## src/sv/flpq_pkg.sv

```systemverilog
// ----------------------------------------------------------------------------
// flpq_pkg
// Shared types and constants of the five-level priority queue.
// ----------------------------------------------------------------------------
package flpq_pkg;

    // field widths fixed by the request and result formats
    localparam int ID_W       = 16;
    localparam int LEVEL_W    = 3;
    localparam int STATUS_W   = 3;
    localparam int OCC_W      = 8;
    localparam int NUM_LEVELS = 5;
    localparam int LIDX_W     = 3;

    localparam logic [LEVEL_W-1:0] LEVEL_MIN = 3'd1;
    localparam logic [LEVEL_W-1:0] LEVEL_MAX = 3'd5;

    // request kind carried on s_axis_tuser
    typedef enum logic {
        ACT_INSERT = 1'b0,
        ACT_SERVE  = 1'b1
    } action_t;

    // result status carried on m_axis_tuser
    typedef enum logic [STATUS_W-1:0] {
        ST_INSERTED = 3'd0,
        ST_SERVED   = 3'd1,
        ST_EMPTY    = 3'd2,
        ST_FULL     = 3'd3,
        ST_BADLEVEL = 3'd4
    } status_t;

    // request sequencer
    typedef enum logic {
        S_IDLE = 1'b0,
        S_BUSY = 1'b1
    } state_t;

endpackage

```

## src/sv/flpq_ram.sv

```systemverilog
// ----------------------------------------------------------------------------
// flpq_ram
// Generic simple dual-port RAM: one write port, one read port, registered read.
// ----------------------------------------------------------------------------
module flpq_ram #(
    parameter int WIDTH = 16,
    parameter int DEPTH = 128
) (
    input  logic                     aclk,
    input  logic                     we,
    input  logic [$clog2(DEPTH)-1:0] waddr,
    input  logic [WIDTH-1:0]         wdata,
    input  logic [$clog2(DEPTH)-1:0] raddr,
    output logic [WIDTH-1:0]         rdata
);

    logic [WIDTH-1:0] mem [DEPTH];
    logic [WIDTH-1:0] rdata_reg;

    // write and registered read
    always_ff @(posedge aclk) begin
        if (we) begin
            mem[waddr] <= wdata;
        end
        rdata_reg <= mem[raddr];
    end

    assign rdata = rdata_reg;

endmodule

```

## src/sv/five_level_priority_queue.sv

```systemverilog
// ----------------------------------------------------------------------------
// five_level_priority_queue
// Bounded priority queue with five urgency levels, FIFO order within a level.
// ----------------------------------------------------------------------------
//
//  channel  | dir | tdata (low bit up)                              | tuser
//  ---------+-----+-------------------------------------------------+-------------
//  s_axis   | in  | entry_id[15:0], level[18:16], zero pad to 24    | action[0]
//  m_axis   | out | served_id[15:0], served_level[18:16],           | status[2:0]
//           |     | occupancy[26:19], zero pad to 32                |
//
//  Each request is handled in S_IDLE, which issues the node memory reads, then
//  in S_BUSY, which takes the registered read data and does the list write-back.
//  Entries live as per-level linked lists in two RAMs (id and next pointer);
//  unused nodes come from a fill counter, released nodes from a free list.
//  Reset clears only the counters, the state and the output valid flag; no
//  clearing pass is needed. A request is taken only when the output register
//  is empty or is read in the same cycle; while m_axis stalls with a result
//  waiting, s_axis_tready stays low.
//
module five_level_priority_queue
    import flpq_pkg::*;
#(
    parameter int CAPACITY = 128
) (
    input  logic        aclk,
    input  logic        aresetn,
    input  logic        s_axis_tvalid,
    output logic        s_axis_tready,
    input  logic [23:0] s_axis_tdata,   // entry_id, level
    input  logic [0:0]  s_axis_tuser,   // action
    output logic        m_axis_tvalid,
    input  logic        m_axis_tready,
    output logic [31:0] m_axis_tdata,   // served_id, served_level, occupancy
    output logic [2:0]  m_axis_tuser    // status
);

    localparam int PW = $clog2(CAPACITY);
    localparam int CW = $clog2(CAPACITY + 1);
    localparam logic [CW-1:0] CAP_C = CW'(CAPACITY);

    // request fields
    logic [ID_W-1:0]    in_id;
    logic [LEVEL_W-1:0] in_level;
    action_t            in_action;
    logic               accept;

    assign in_id     = s_axis_tdata[ID_W-1:0];
    assign in_level  = s_axis_tdata[ID_W+LEVEL_W-1:ID_W];
    assign in_action = action_t'(s_axis_tuser[0]);

    // control state
    state_t            state_reg, state_next;
    logic [CW-1:0]     cnt_reg [NUM_LEVELS];
    logic [CW-1:0]     cnt_next [NUM_LEVELS];
    logic [CW-1:0]     total_reg, total_next;
    logic [CW-1:0]     fresh_reg, fresh_next;
    logic              m_valid_reg, m_valid_next;

    // payload state
    logic [PW-1:0]     head_reg [NUM_LEVELS];
    logic [PW-1:0]     head_next [NUM_LEVELS];
    logic [PW-1:0]     tail_reg [NUM_LEVELS];
    logic [PW-1:0]     tail_next [NUM_LEVELS];
    logic [PW-1:0]     free_head_reg, free_head_next;
    status_t           kind_reg, kind_next;
    logic [LIDX_W-1:0] lidx_reg, lidx_next;
    logic [PW-1:0]     node_reg, node_next;
    logic              from_list_reg, from_list_next;
    status_t           m_status_reg, m_status_next;
    logic [ID_W-1:0]   m_id_reg, m_id_next;
    logic [LEVEL_W-1:0] m_level_reg, m_level_next;
    logic [OCC_W-1:0]  m_occ_reg, m_occ_next;

    // memory ports
    logic              id_we;
    logic [PW-1:0]     id_waddr, id_raddr;
    logic [ID_W-1:0]   id_wdata, id_rdata;
    logic              nx_we;
    logic [PW-1:0]     nx_waddr, nx_raddr, nx_wdata, nx_rdata;

    // working values
    logic [LIDX_W-1:0] ins_idx;
    logic [LIDX_W-1:0] top_idx;
    logic              bad_level;
    logic [PW-1:0]     new_node;

    flpq_ram #(.WIDTH(ID_W), .DEPTH(CAPACITY)) u_id_ram (
        .aclk  (aclk),
        .we    (id_we),
        .waddr (id_waddr),
        .wdata (id_wdata),
        .raddr (id_raddr),
        .rdata (id_rdata)
    );

    flpq_ram #(.WIDTH(PW), .DEPTH(CAPACITY)) u_next_ram (
        .aclk  (aclk),
        .we    (nx_we),
        .waddr (nx_waddr),
        .wdata (nx_wdata),
        .raddr (nx_raddr),
        .rdata (nx_rdata)
    );

    // handshake
    assign s_axis_tready = (state_reg == S_IDLE) && (!m_valid_reg || m_axis_tready);
    assign accept        = s_axis_tvalid && s_axis_tready;

    // most urgent non-empty level
    always_comb begin
        top_idx = '0;
        for (int i = NUM_LEVELS - 1; i >= 0; i--) begin
            if (cnt_reg[i] != '0) begin
                top_idx = LIDX_W'(i);
            end
        end
    end

    assign ins_idx   = in_level - LEVEL_MIN;
    assign bad_level = (in_level < LEVEL_MIN) || (in_level > LEVEL_MAX);
    assign new_node  = (fresh_reg < CAP_C) ? fresh_reg[PW-1:0] : free_head_reg;

    // sequencer, list update and result
    always_comb begin
        state_next     = state_reg;
        cnt_next       = cnt_reg;
        total_next     = total_reg;
        fresh_next     = fresh_reg;
        head_next      = head_reg;
        tail_next      = tail_reg;
        free_head_next = free_head_reg;
        kind_next      = kind_reg;
        lidx_next      = lidx_reg;
        node_next      = node_reg;
        from_list_next = from_list_reg;
        m_valid_next   = m_valid_reg;
        m_status_next  = m_status_reg;
        m_id_next      = m_id_reg;
        m_level_next   = m_level_reg;
        m_occ_next     = m_occ_reg;
        id_we          = 1'b0;
        id_waddr       = new_node;
        id_wdata       = in_id;
        id_raddr       = head_reg[top_idx];
        nx_we          = 1'b0;
        nx_waddr       = tail_reg[ins_idx];
        nx_wdata       = new_node;
        nx_raddr       = free_head_reg;

        // result taken downstream
        if (m_axis_tready) begin
            m_valid_next = 1'b0;
        end

        unique case (state_reg)
            S_IDLE: begin
                if (accept) begin
                    state_next     = S_BUSY;
                    from_list_next = 1'b0;
                    if (in_action == ACT_INSERT) begin
                        lidx_next = ins_idx;
                        if (bad_level) begin
                            kind_next = ST_BADLEVEL;
                        end else if (total_reg == CAP_C) begin
                            kind_next = ST_FULL;
                        end else begin
                            // link a new node at the tail of its level
                            kind_next      = ST_INSERTED;
                            node_next      = new_node;
                            id_we          = 1'b1;
                            if (fresh_reg < CAP_C) begin
                                fresh_next = fresh_reg + 1'b1;
                            end else begin
                                from_list_next = 1'b1;
                            end
                            if (cnt_reg[ins_idx] != '0) begin
                                nx_we = 1'b1;
                            end else begin
                                head_next[ins_idx] = new_node;
                            end
                            tail_next[ins_idx] = new_node;
                            cnt_next[ins_idx]  = cnt_reg[ins_idx] + 1'b1;
                            total_next         = total_reg + 1'b1;
                        end
                    end else begin
                        lidx_next = top_idx;
                        if (total_reg == '0) begin
                            kind_next = ST_EMPTY;
                        end else begin
                            // unlink the head of the most urgent level
                            kind_next         = ST_SERVED;
                            node_next         = head_reg[top_idx];
                            nx_raddr          = head_reg[top_idx];
                            cnt_next[top_idx] = cnt_reg[top_idx] - 1'b1;
                            total_next        = total_reg - 1'b1;
                        end
                    end
                end
            end
            S_BUSY: begin
                state_next    = S_IDLE;
                m_valid_next  = 1'b1;
                m_status_next = kind_reg;
                m_id_next     = '0;
                m_level_next  = '0;
                m_occ_next    = OCC_W'(total_reg);
                if (kind_reg == ST_INSERTED && from_list_reg) begin
                    free_head_next = nx_rdata;
                end
                if (kind_reg == ST_SERVED) begin
                    m_id_next          = id_rdata;
                    m_level_next       = lidx_reg + LEVEL_MIN;
                    head_next[lidx_reg] = nx_rdata;
                    // released node goes on the free list
                    nx_we          = 1'b1;
                    nx_waddr       = node_reg;
                    nx_wdata       = free_head_reg;
                    free_head_next = node_reg;
                end
            end
            default: begin
                state_next = S_IDLE;
            end
        endcase
    end

    // control registers
    always_ff @(posedge aclk) begin
        if (!aresetn) begin
            state_reg   <= S_IDLE;
            total_reg   <= '0;
            fresh_reg   <= '0;
            m_valid_reg <= 1'b0;
            for (int i = 0; i < NUM_LEVELS; i++) begin
                cnt_reg[i] <= '0;
            end
        end else begin
            state_reg   <= state_next;
            total_reg   <= total_next;
            fresh_reg   <= fresh_next;
            m_valid_reg <= m_valid_next;
            cnt_reg     <= cnt_next;
        end
    end

    // payload registers
    always_ff @(posedge aclk) begin
        head_reg      <= head_next;
        tail_reg      <= tail_next;
        free_head_reg <= free_head_next;
        kind_reg      <= kind_next;
        lidx_reg      <= lidx_next;
        node_reg      <= node_next;
        from_list_reg <= from_list_next;
        m_status_reg  <= m_status_next;
        m_id_reg      <= m_id_next;
        m_level_reg   <= m_level_next;
        m_occ_reg     <= m_occ_next;
    end

    // result channel
    assign m_axis_tvalid = m_valid_reg;
    assign m_axis_tuser  = m_status_reg;
    assign m_axis_tdata  = {5'd0, m_occ_reg, m_level_reg, m_id_reg};

endmodule

```

## config.mk

```make
export PLATFORM = sky130hd
export DESIGN_NAME = five_level_priority_queue
export DESIGN_NICKNAME = d
export VERILOG_FILES = /design/src/sv/flpq_pkg.sv /design/src/sv/flpq_ram.sv /design/src/sv/five_level_priority_queue.sv
export SDC_FILE = /design/constraint.sdc
export NUM_CORES = 2
export LEC_CHECK = 0
export BUFFER_PORTS_ARGS = -buffer_cell sky130_fd_sc_hd__buf_2
export CAP_MARGIN = 40
export CORE_ASPECT_RATIO = 1.2
export CORE_MARGIN = 10
export CORE_UTILIZATION = 39
export DETAILED_ROUTE_END_ITERATION = 12
export GPL_TIMING_DRIVEN = 0
export PLACE_DENSITY = 0.65
export SYNTH_ARGS = -nofsm -noshare
export SYNTH_HDL_FRONTEND = slang
export SYNTH_SLANG_ARGS = --single-unit
export TNS_END_PERCENT = 50
```

## constraint.sdc

```tcl
create_clock -name aclk -period 18.3 [get_ports aclk]
set_input_delay 0 -clock aclk [delete_from_list [all_inputs] [get_ports aclk]]
set_output_delay 0 -clock aclk [all_outputs]
set_load 0.1 [all_outputs]
```

# [Yosys cells after proc, flatten, opt, wreduce, memory -nomap -nowiden]
# Memory sizes are Yosys's and may differ from the RTL's. A register that Yosys moved wholly into a read port is not among the register bits.
# Cells that the tools add are included.
# Widths: inputs -> output; s select.
[classes] add_sub_neg=7 order_cmp=9 n_eq_ne=11 mux=86 n_bitwise=7 reduce_logical=26
[op_table] op="$mux 35" n=6
[op_table] op="$mux 40" n=4
[op_table] op="$mux 7" n=21
[op_table] op="$bwmux 35" n=3
[op_table] op="$bwmux 40" n=2
[op_table] op="$mux 8" n=10
[op_table] op="$pmux 35 s2" n=1
[op_table] op="$bmux 8 s3" n=2
[op_table] op="$demux 8 s3" n=2
[op_table] op="$reduce_bool 8->1" n=6
[op_table] op="$bmux 7 s3" n=2
[op_table] op="$demux 7 s3" n=2
[op_table] op="$add 8x1->8 const B" n=3
[op_table] op="$mux 3" n=8
[op_table] op="$mux 1" n=19
[op_table] op="$ne 2x2->1 const B" n=8
[op_table] op="$sub 8x1->8 const B" n=2
[op_table] op="$ge 4x4->1 const B" n=3
[op_table] op="$lt 4x1->1 const B" n=3
[op_table] op="$not 3->4" n=3
[op_table] op="$reduce_and 6->1" n=2
[op_table] op="$reduce_and 5->1" n=2
[op_table] op="$eq 8x8->1 const B" n=1
[op_table] op="$logic_not 8->1" n=1
[op_table] op="other kinds (17)" n=30
[totals] ff_bits=179 ramBits=2944 output_inout_bits=37 wordCells=176 mem_count=2
[memory_table] memory="u_id_ram.mem" depth=128 width=16 read_ports=1 rd_ports_with_merged_regs=1 wr=1 line="flpq_ram.sv:17" source="logic [WIDTH-1:0] mem [DEPTH];"
[memory_table] memory="u_next_ram.mem" depth=128 width=7 read_ports=1 rd_ports_with_merged_regs=1 wr=1 line="flpq_ram.sv:17"

# [Depth between registers and ports, before layout]
[depth] ltp_word=14 ltp_mapped=19 mapped_depth_nobuf=16

# [Hierarchy]
# Synthesis repeated with hierarchy kept, for this count alone.
[hier_totals] cells_unflattened=5457 area_unflattened_um2=122760.2
[by_module_without_submodules] mod="flpq_ram (u_id_ram)" n_inst=1 cells_each=3086 area_per_inst_um2=78522.8 seq_area_each_um2=61819.3
[by_module_without_submodules] mod="flpq_ram (u_next_ram)" n_inst=1 cells_each=1453 area_per_inst_um2=34807.1 seq_area_each_um2=27045.9
[by_module_without_submodules] mod="five_level_priority_queue" n_inst=1 cells_each=918 area_per_inst_um2=9430.3 seq_area_each_um2=4794.6

# [Worst setup path after synthesis]
# Ideal clock, no wire load.
[synth_timing] path_kind="register -> register" startpoint="reg state_reg" endpoint="mem u_next_ram.mem[0][5] (netlist bit), data pin" setup_time_ns=0.892 t_arrival_ns=5.297 required_time_ns=17.408 path_slack_ns=12.111 stages_incl_launch_ff=6 cell_sequence="dfxtp_1 > clkbuf_1 > nand2_1 > clkbuf_1 > clkbuf_1 > a21oi_1"
[synth_via] elab_chain_len=1
[synth_lines] item="start: declaration" line="five_level_priority_queue.sv:53" source="state_t state_reg, state_next;"
[synth_lines] item="start signal: assignment" line="five_level_priority_queue.sv:239" source="state_reg <= state_next;"
[synth_lines] item="$mux 7" line="five_level_priority_queue.sv:156" source="unique case (state_reg)"
[synth_lines] item="net nx_wdata[5]" line="five_level_priority_queue.sv:80" source="logic [PW-1:0] nx_waddr, nx_raddr, nx_wdata, nx_rdata;"
[synth_lines] item="end: declaration" line="flpq_ram.sv:17"
# The timed path passes the listed nets, and every way through them passes these cells.

# [Worst setup path after layout]
[layout_timing] startpoint="reg cnt_reg[20] (netlist bit)" endpoint="reg u_next_ram.rdata_reg[1], in the netlist u_next_ram.rdata[1], read port of u_next_ram.mem"
[layout_via] elab_chain_len=12
[layout_lines] item="start: declaration" line="five_level_priority_queue.sv:54" source="logic [CW-1:0] cnt_reg [NUM_LEVELS];"
[layout_lines] item="start signal: assignment" line="five_level_priority_queue.sv:243" source="cnt_reg <= cnt_next;"
[layout_lines] item="$reduce_bool 8->1" line="five_level_priority_queue.sv:114" source="if (cnt_reg[i] != '0) begin"
[layout_lines] item="$mux 3 (3 in series)" line="five_level_priority_queue.sv:114"
[layout_lines] item="$not 3->4 (not written as such)" line="five_level_priority_queue.sv:194" source="nx_raddr = head_reg[top_idx];"
[layout_lines] item="$bmux 7 s3" line="five_level_priority_queue.sv:194"
[layout_lines] item="$mux 7 (not written as such) (2 in series)" line="five_level_priority_queue.sv:194"
[layout_lines] item="$mux 7" line="five_level_priority_queue.sv:188" source="if (total_reg == '0) begin"
[layout_lines] item="$mux 7" line="five_level_priority_queue.sv:161" source="if (in_action == ACT_INSERT) begin"
[layout_lines] item="$mux 7" line="five_level_priority_queue.sv:158" source="if (accept) begin"
[layout_lines] item="$mux 7" line="five_level_priority_queue.sv:156"
[layout_lines] item="end: declaration" line="flpq_ram.sv:18" source="logic [WIDTH-1:0] rdata_reg;"
# Every way passes these cells. The select of a mux whose other input is x is not followed.
# A chain may end at the register's enable or synchronous reset.

==> results.sh <==
export IMPL_core_area_mm2=0.3215
export IMPL_cts_setup_buffers=0
export IMPL_cts_buffers=323
export IMPL_clock_path_buffers=4
export IMPL_finalWorstPathRequiredPeriod_ns=7.019
export IMPL_nNetsFinal=10230
export IMPL_track_usage=0.2629
export IMPL_drt_wl_total_um=477400
export IMPL_drive_gt1_frac=0.1090
export IMPL_worstPathArrival_ns=7.77
export IMPL_cts_hold_buf=33
export IMPL_worst_r2r_setup_slack_ns=11.28
export IMPL_port_buffers=53
export IMPL_cpPeakStageDelay_ns=0.90
export IMPL_ant_nets=0
export IMPL_finalSetupViolCount=0
export IMPL_die_w_um=538.9
export IMPL_grt_max_degree=95
export IMPL_clk_pin_slew_ns=0.06
export IMPL_die_h_um=642.7
export IMPL_yosysSeqAreaShare=0.7432
export IMPL_hold_path_class="in2reg"
export IMPL_dp_hpwl_um=334600
export IMPL_critPathCaptureType="flip-flop"
export IMPL_p_leak_nw=49.65
export IMPL_io_pins=66
export IMPL_cp_slowest_cell="o21ai_1"
export IMPL_post_route_period_util=0.3836
export IMPL_final_setup_skew_ns=0.1005
export IMPL_cts_root_buf="clkbuf_16"
export IMPL_fmax_ghz=0.1425
export IMPL_synth_main_ff_cell="edfxtp_1"
export IMPL_final_core_util=0.4585
export IMPL_start_kind="flip-flop"
export IMPL_worst_path_buf_inv=4
export IMPL_cts_num_sinks=3146
export IMPL_drtIter0Drc=12790
export IMPL_firstDrtPassIters=8
export IMPL_mostFrequentLayoutCell="edfxtp_1"
export IMPL_crit_family="compound AO/OA/AOI/OAI gates"
export IMPL_antenna_found_initial=24
export IMPL_cp_required_ns=19.05
export IMPL_vias_per_cell=5.934
export IMPL_powerDensity_mw_per_mm2=131.4
export IMPL_finalMaxSlewViolations=0
export IMPL_ys_ff_latch=3146
export IMPL_syn_inst=9430
export IMPL_ir_drop_mv=0.08352
export IMPL_grt_overflow=0
export IMPL_largest_reg_flops=2048
export IMPL_cts_resized_gates=0
export IMPL_dieArea_mm2=0.3464
export IMPL_cts_tree="done"
export IMPL_worst_slew_pin_transition_ns=1.085
export IMPL_vias=87300
export IMPL_rsz0062_at_grt="no"
export IMPL_htree_levels=5
export IMPL_area_delta_synth_final_pct=16.98
export IMPL_relSlewSlack=0.2765
export IMPL_synth_avg_cell_area_um2=13.36
export IMPL_wl_per_cell_um=32.45
export IMPL_drv_cap=0
export IMPL_crit_fanout=10
export IMPL_place_congestion=1.000
export IMPL_start_util=0.3920
export IMPL_final_cell_mix="3065 x edfxtp_1, 2429 x nand2_1, 834 x nand3_1"
export IMPL_path_class="reg2reg"
export IMPL_grt_pass1_wl_um=649200
export IMPL_synth_edf_count=3065
export IMPL_synth_warning_count=0
export IMPL_status="finished, final reports clean"
export IMPL_yosysUniqueCellTypes=98
export IMPL_syn_cell_area_mm2=0.1260
export IMPL_num_rows=228
export IMPL_grt_pass1_vias=82420
export IMPL_clkLatencyLatePin_ns=0.98
export IMPL_drc=0
export IMPL_tns_ns=0
export IMPL_async_flop_share=0
export IMPL_finalHoldViolCount=0
export IMPL_crit_chain="nor4_4 > nand2_1 > clkbuf_1 > o311ai_0 > o221ai_1 > o21ai_1 > buf_2 > clkbuf_1 > buf_6 > nor3_1 > o21ai_0 > nand3_1 > nor3_1"
[per-layer routing]
layer  track usage  wire [um]
met1        0.3192     169200
met2        0.4302     223500
met3       0.05257      46980
met4        0.1656      37500
met5             0        182
[synthesized netlist by cell type, drive strengths merged (32+ instances only)]
cell | number | area share
a21oi | 297 | 0.012
a22o | 46 | 0.0032
a22oi | 66 | 0.0039
a31oi | 113 | 0.0057
a32oi | 150 | 0.010
and2 | 40 | 0.0020
buf | 182 | 0.0077
clkbuf | 383 | 0.011
dfxtp | 81 | 0.013
edfxtp | 3065 | 0.73
mux2i | 401 | 0.032
nand2 | 2430 | 0.072
nand3 | 834 | 0.033
nand4 | 215 | 0.011
nor2 | 407 | 0.012
nor2b | 50 | 0.0025
nor3 | 102 | 0.0042
nor4 | 55 | 0.0032
o21ai | 95 | 0.0039
o221ai | 32 | 0.0023
o22ai | 95 | 0.0047
[layout make-up]
type                            instances  area (um2)
Buffer                                565        2440
Tap cell                             4255        5324
Timing Repair Buffer                  425        5150
Multi-Input combinational cell       5696       30120
Clock inverter                        195        2063
Antenna cell                           12       30.03
Fill cell                           28230      174100
Sequential cell                      3146       93660
Inverter                               27       101.3
Clock buffer                          391        8524
[stage by stage]
| stage | hold slack, ns | setup slack [ns] | total power, mW | std cells | cell area, um2 |
|---|---|---|---|---|---|
| floorplan | 0.09887 | 12.11 | 10.34 | 9434 | 126000 |
| global placement | 0.3688 | 5.146 | 12.52 | 13740 | 131600 |
| detailed placement | 0.3679 | 11.69 | 12.67 | 14080 | 136400 |
| CTS | 0.002580 | 11.66 | 19.25 | 14690 | 147300 |
| global route | 0.03188 | 11.41 | 19.78 | 14700 | 147400 |
| finish | 0.03892 | 11.28 | 19.37 | 14710 | 147400 |
[kinds of logic (layout without fill, tap and decap cells)]
logic type	count (synthesis)	after routing	share of synthesized area
and+or+nand+nor	4191	4191	0.1437
DFF	3146	3146	0.7432
AOI/OAI and AO/OA	1043	1043	0.05639
buffers and inverters	592	1603	0.01993
muxes	415	415	0.03337
xor gates and xnor gates	29	29	0.002016
adders and majority gates	13	13	0.001350
other	1	17	0.00002976
[worst paths after layout]
kind,endpoint,start,cells past startpoint
worst min-delay path,u_id_ram.mem[63][13]$_DFFE_PP_,s_axis_tdata[13],2
worst max-delay path,u_next_ram.rdata[1]$_DFF_P_,cnt_reg[20]$_SDFFE_PN0P_,13
worst max register to register,u_next_ram.rdata[1]$_DFF_P_,cnt_reg[20]$_SDFFE_PN0P_,13
worst min register to register,m_id_reg[15]$_SDFFCE_PN0P_,u_id_ram.rdata[15]$_DFF_P_,1
[where the power goes]
group / leakage [nW] / internal, mW / switching (mW)
combinational: 16.6 / 1.10 / 3.59
clock: 5.15 / 3.77 / 2.90
sequential: 27.9 / 7.96 / 0.0543
Note: power is estimated with default switching activity, not from simulation.
